==> src/hw/rtl/pca_pkg.sv <==
// ----------------------------------------------------------------------------
// pca_pkg
// Widths, constants and controller/datapath command types for the absolute
// correlation unit.
// ----------------------------------------------------------------------------
package pca_pkg;

   localparam int SAMPLE_W   = 16;
   localparam int COUNT_W    = 12;
   localparam int SUM_W      = 28;
   localparam int SQ_W       = 42;
   localparam int CROSS_W    = 43;
   localparam int VAL_W      = 56;   // signed holder for num, vx, vy
   localparam int MAG_W      = 55;   // multiplier operand magnitude
   localparam int PROD_W     = 110;  // multiplier product
   localparam int REM_W      = PROD_W + 1;
   localparam int Q_W        = 31;   // quotient before the root
   localparam int RES_W      = 16;
   localparam int STEP_W     = 6;
   localparam int MUL_STEPS  = 55;
   localparam int DIV_STEPS  = 31;
   localparam int SQRT_STEPS = 16;
   localparam int MAX_PAIRS  = 2048;
   localparam logic [RES_W-1:0] ONE_Q15 = 16'h8000;

   typedef enum logic [2:0] {
      OP_N_SXY  = 3'd0,
      OP_SX_SY  = 3'd1,
      OP_N_SXX  = 3'd2,
      OP_SX_SX  = 3'd3,
      OP_N_SYY  = 3'd4,
      OP_SY_SY  = 3'd5,
      OP_NUM_SQ = 3'd6,
      OP_DEN    = 3'd7
   } op_type;

   typedef struct packed {
      logic   acc;
      logic   mul_load;
      logic   mul_store;
      op_type op;
      logic   run;
      logic   div_load;
      logic   sqrt_load;
      logic   out_load;
   } cmd_type;

   typedef struct packed {
      logic mul_done;
      logic div_done;
      logic sqrt_done;
      logic degenerate;
      logic out_free;
   } stat_type;

endpackage

==> src/hw/rtl/pca_ctrl.sv <==
// ----------------------------------------------------------------------------
// pca_ctrl
// Sequencer: accumulate, then run the products, divide and root in turn.
// ----------------------------------------------------------------------------
module pca_ctrl (
   input  logic              clock,
   input  logic              reset,
   input  logic              req_valid,
   input  logic              req_last,
   output logic              req_ready,
   output pca_pkg::cmd_type  cmd,
   input  pca_pkg::stat_type stat
);

   typedef enum logic [5:0] {
      S_ACC   = 6'b000001,
      S_ISSUE = 6'b000010,
      S_MUL   = 6'b000100,
      S_DIV   = 6'b001000,
      S_SQRT  = 6'b010000,
      S_OUT   = 6'b100000
   } state_type;

   state_type       state_ff, state_in;
   pca_pkg::op_type op_ff, op_in;
   logic            accept;

   assign req_ready = (state_ff == S_ACC);
   assign accept    = req_valid && req_ready;

   always_comb begin
      state_in = state_ff;
      op_in    = op_ff;
      cmd      = '0;
      cmd.op   = op_ff;
      unique case (state_ff)
         S_ACC: begin
            cmd.acc = accept;
            if (accept && req_last) begin
               op_in    = pca_pkg::OP_N_SXY;
               state_in = S_ISSUE;
            end
         end
         S_ISSUE: begin
            // skip the big products, divide and root when a variance is zero or negative
            if (op_ff == pca_pkg::OP_NUM_SQ && stat.degenerate) begin
               state_in = S_OUT;
            end else begin
               cmd.mul_load = 1'b1;
               state_in     = S_MUL;
            end
         end
         S_MUL: begin
            cmd.run = 1'b1;
            if (stat.mul_done) begin
               cmd.mul_store = 1'b1;
               if (op_ff == pca_pkg::OP_DEN) begin
                  cmd.div_load = 1'b1;
                  state_in     = S_DIV;
               end else begin
                  op_in    = pca_pkg::op_type'(op_ff + 3'd1);
                  state_in = S_ISSUE;
               end
            end
         end
         S_DIV: begin
            cmd.run = 1'b1;
            if (stat.div_done) begin
               cmd.sqrt_load = 1'b1;
               state_in      = S_SQRT;
            end
         end
         S_SQRT: begin
            cmd.run = 1'b1;
            if (stat.sqrt_done) begin
               state_in = S_OUT;
            end
         end
         S_OUT: begin
            if (stat.out_free) begin
               cmd.out_load = 1'b1;
               state_in     = S_ACC;
            end
         end
         default: state_in = S_ACC;
      endcase
   end

   always_ff @(posedge clock) begin
      if (reset) begin
         state_ff <= S_ACC;
         op_ff    <= pca_pkg::OP_N_SXY;
      end else begin
         state_ff <= state_in;
         op_ff    <= op_in;
      end
   end

`ifndef ASSERT_OFF
   a_last_starts: assert property (@(posedge clock) disable iff (reset)
      (accept && req_last) |=> (state_ff == S_ISSUE))
      else $error("last word did not start the solve");
   a_store_done: assert property (@(posedge clock) disable iff (reset)
      cmd.mul_store |-> stat.mul_done)
      else $error("product stored before the multiplier finished");
   a_out_free: assert property (@(posedge clock) disable iff (reset)
      cmd.out_load |-> stat.out_free)
      else $error("result loaded over an untaken word");
   a_no_acc_busy: assert property (@(posedge clock) disable iff (reset)
      cmd.acc |-> (state_ff == S_ACC))
      else $error("pair accumulated during the solve");
`endif

endmodule

==> config.mk <==
export PLATFORM = sky130hd
export DESIGN_NAME = pca_ctrl
export DESIGN_NICKNAME = d
export VERILOG_FILES = /design/src/hw/rtl/pca_pkg.sv /design/src/hw/rtl/pca_ctrl.sv
export SDC_FILE = /design/constraint.sdc
export NUM_CORES = 1
export LEC_CHECK = 0
export BUFFER_PORTS_ARGS = -buffer_cell sky130_fd_sc_hd__buf_2
export CAP_MARGIN = 20
export CELL_PAD_IN_SITES_DETAIL_PLACEMENT = 1
export CELL_PAD_IN_SITES_GLOBAL_PLACEMENT = 2
export CORE_MARGIN = 10
export CORE_UTILIZATION = 31
export DETAILED_ROUTE_END_ITERATION = 10
export PLACE_DENSITY = 0.82
export SLEW_MARGIN = 40
export SYNTH_ARGS = -nofsm -noshare
export SYNTH_HDL_FRONTEND = slang
export SYNTH_SLANG_ARGS = --single-unit
export TNS_END_PERCENT = 10
==> constraint.sdc <==
create_clock -name clock -period 2.55 [get_ports clock]
set_input_delay 0.51 -clock clock [delete_from_list [all_inputs] [get_ports clock]]
set_output_delay 0.51 -clock clock [all_outputs]
set_load 0.1 [all_outputs]
==> flow_metrics.tcl <==
set metrics [dict create \
    synthTopCellsByArea "dfxtp_1 26%, nor4_4 6.2%, ha_1 5.5%, o2111ai_4 3.8%, buf_6 3.3%" \
    synth_edf_count 0 \
    slew_headroom 0.6737 \
    tightest_slew_ps 492.8 \
    fill_cells 262 \
    firstDrtPassIters 4 \
    avgSynthCellArea_um2 8.921 \
    hold_viol 0 \
    crit_chain "nor4_4, and3_2, and2_1, clkbuf_4" \
    synth_top_family_by_area "simple AND/OR/NAND/NOR gates" \
    preCtsSetupSlack_ps 347.0 \
    synth_cells 77 \
    portBuffers 19 \
    multi_input_area_um2 452.9 \
    cts_setup_buffers 0 \
    grt_pass1_wl_mm 3.063 \
    worst_setup_path_start_kind "flip-flop" \
    placementRows 16 \
    power_mw 0.5443 \
    max_stage_delay_ps 430 \
    synth_ff_type "dfxtp_1" \
    nNetsFinal 109 \
    clkSinkCount 9 \
    dieArea_um2 4498 \
    initial_core_util 0.3364 \
    syn_nets 89 \
    root_buffer "clkbuf_4" \
    hp-class "primary input to flip-flop" \
    clk_pin_slew_worst_paths_ps 70 \
    syn_to_final_growth_pct 19.13 \
    min_period_ps 2393 \
    synth_xor_area_frac 0 \
    core_um2 2042 \
    cts_hold_buf 0 \
    drc 0 \
    fp.dieH_um 67.07 \
    cp-end-kind "output port" \
    synth_fa_ha_area_frac 0.05464 \
    num_vias 635 \
    synth_warnings 0 \
    yosys.area_share.simple 0.3898 \
    drt-initial-drc-count 7 \
    gp_congestion 0.7634 \
    dp_cells 119 \
    gr-usage-all-layers 0.08811 \
    crit_arrival_ps 1880 \
    p_leak_nw 0.3725 \
    die_w_um 67.07 \
    ys_seq_area_frac 0.2623 \
    cp_slowest_cell "nor4_4" \
    grt_antenna_before_repair 0 \
    critPathKind "flip-flop to output port" \
    clock_latency_ps 270 \
    setup_ws_ps 156.9 \
    rsz0062_at_grt "no" \
    cpLargestDelayFamily "simple AND/OR/NAND/NOR gates" \
    yosysTopAreaCell "dfxtp_1" \
    ir_worst_vdd_mv 0.2650 \
    cts_tree "done" \
    cp_max_fo 10 \
    wl_mm 1.844 \
    synth-compound-area-share 0.1694 \
    grt_max_degree 11 \
    io_pins 20 \
    numCtsBuffers 3 \
    dp_hpwl_mm 1.514 \
    utilization 0.4007 \
    detail-route-antenna-nets 0 \
    cp.required_ps 2040 \
    via_per_inst 5.163 \
    setup_tns_ps 0 \
    crit_buf_inv 1 \
    slew_violations 0 \
    seq_area_um2 181.4 \
    synth_cell_types 40 \
    maxCapViolCount 0 \
    final_cell_mix "17 x buf_2, 8 x dfxtp_1, 6 x inv_1" \
    outcome "finished, final reports clean" \
    grt_pass1_vias 658 \
    async_flop_share 0 \
    mostFrequentLayoutCell "buf_2" \
    h-tree-depth 1 \
    grt-ovfl-total 0 \
    syn_area_um2 686.9 \
    synth_top_area_share 0.2623 \
    cts_max_path_buffers 2 \
    fmaxAchievable_mhz 417.9 \
    stdcell_count 123 \
    n_antenna_cell 0 \
    setup_violations 0 \
    avgRoutedWirePerCell_um 14.99 \
    fin_worst_skew_ps 3.116 \
    synth.area.mux_share 0.04554 \
    synth_seq_cells 9 \
    fin_crit_sh 0.9385 \
    p_per_area_nw_per_um2 665.2 \
    drive_above_1_share 0.3958 \
]
==> stage by stage <==
stage	hold slack (ps)	area (um^2)
2_1_floorplan	564.7	688.2
3_3_place_gp	502.8	785.8
3_5_place_dp	519.5	785.8
4_1_cts	501.5	813.3
5_1_grt	516.6	818.3
6_report	508.0	818.3
==> where the power goes <==
part           internal [mW]  switching (mW)  total [mW]
Sequential             0.150          0.0255       0.176
Combinational         0.0785           0.172       0.251
Clock                 0.0582          0.0597       0.118
Total                  0.287           0.257       0.544
==> cell usage after synthesis (2+ instances only) <==
cell / count
nand3_1: 2
o22ai_1: 2
and2_1: 2
nand3b_1: 3
nor2b_1: 2
ha_1: 3
mux2i_1: 2
dfxtp_1: 9
nor3_1: 2
and3_2: 2
nor3b_1: 2
o21ai_0: 2
buf_6: 2
nor4_4: 2
nor2_1: 3
inv_1: 6
nand2_1: 5
a21oi_1: 4
==> metal layers <==
| layer | vias to the layer above | GRT usage | wire length [um] |
|---|---|---|---|
| met3 | 4 | 0.04013 | 166 |
| met2 | 16 | 0.1386 | 831 |
| met1 | 295 | 0.09972 | 819 |
| met5 | - | 0 | 0 |
| met4 | 0 | 0.03846 | 27 |
| li1 | 320 | - | - |
==> state kept, by name, indices dropped and copies added (netlist names) <==
signal    flops
state_ff      6
op_ff         3
==> area by class of cell <==
class / count / area share
multi-input cells: 58 / 0.5535
clock buffers: 3 / 0.02752
inverters: 6 / 0.02752
well taps: 27 / 0.04128
flip-flops and latches: 9 / 0.2217
repair buffers: 19 / 0.1223
clock inverters: 1 / 0.006116
==> path summary, 6_finish.rpt <==
path	start	cells past startpoint	to	slack, ps
max	state_ff[4]$_SDFFE_PP0P_	4	cmd[2]	160
min	reset	2	state_ff[2]$_SDFFE_PP0P_	510
max reg2reg	state_ff[4]$_SDFFE_PP0P_	5	op_ff[1]$_SDFFE_PP0P_	840
min reg2reg	op_ff[1]$_SDFFE_PP0P_	2	op_ff[1]$_SDFFE_PP0P_	520
==> repair_timing <==
action	in CTS	in global routing
setup endpoints to repair	0	2
gates resized for setup	0	2
endpoints found under the hold margin	0	0
==> kinds of logic (layout without fill, tap and decap cells) <==
family,count (synthesis),count (layout)
AOI/OAI and AO/OA,15,15
and+or+nand+nor,37,37
adders and majority gates,3,3
DFF,9,9
buffers and inverters,10,29
muxes,3,3
Power figures use the tool's default switching activity.
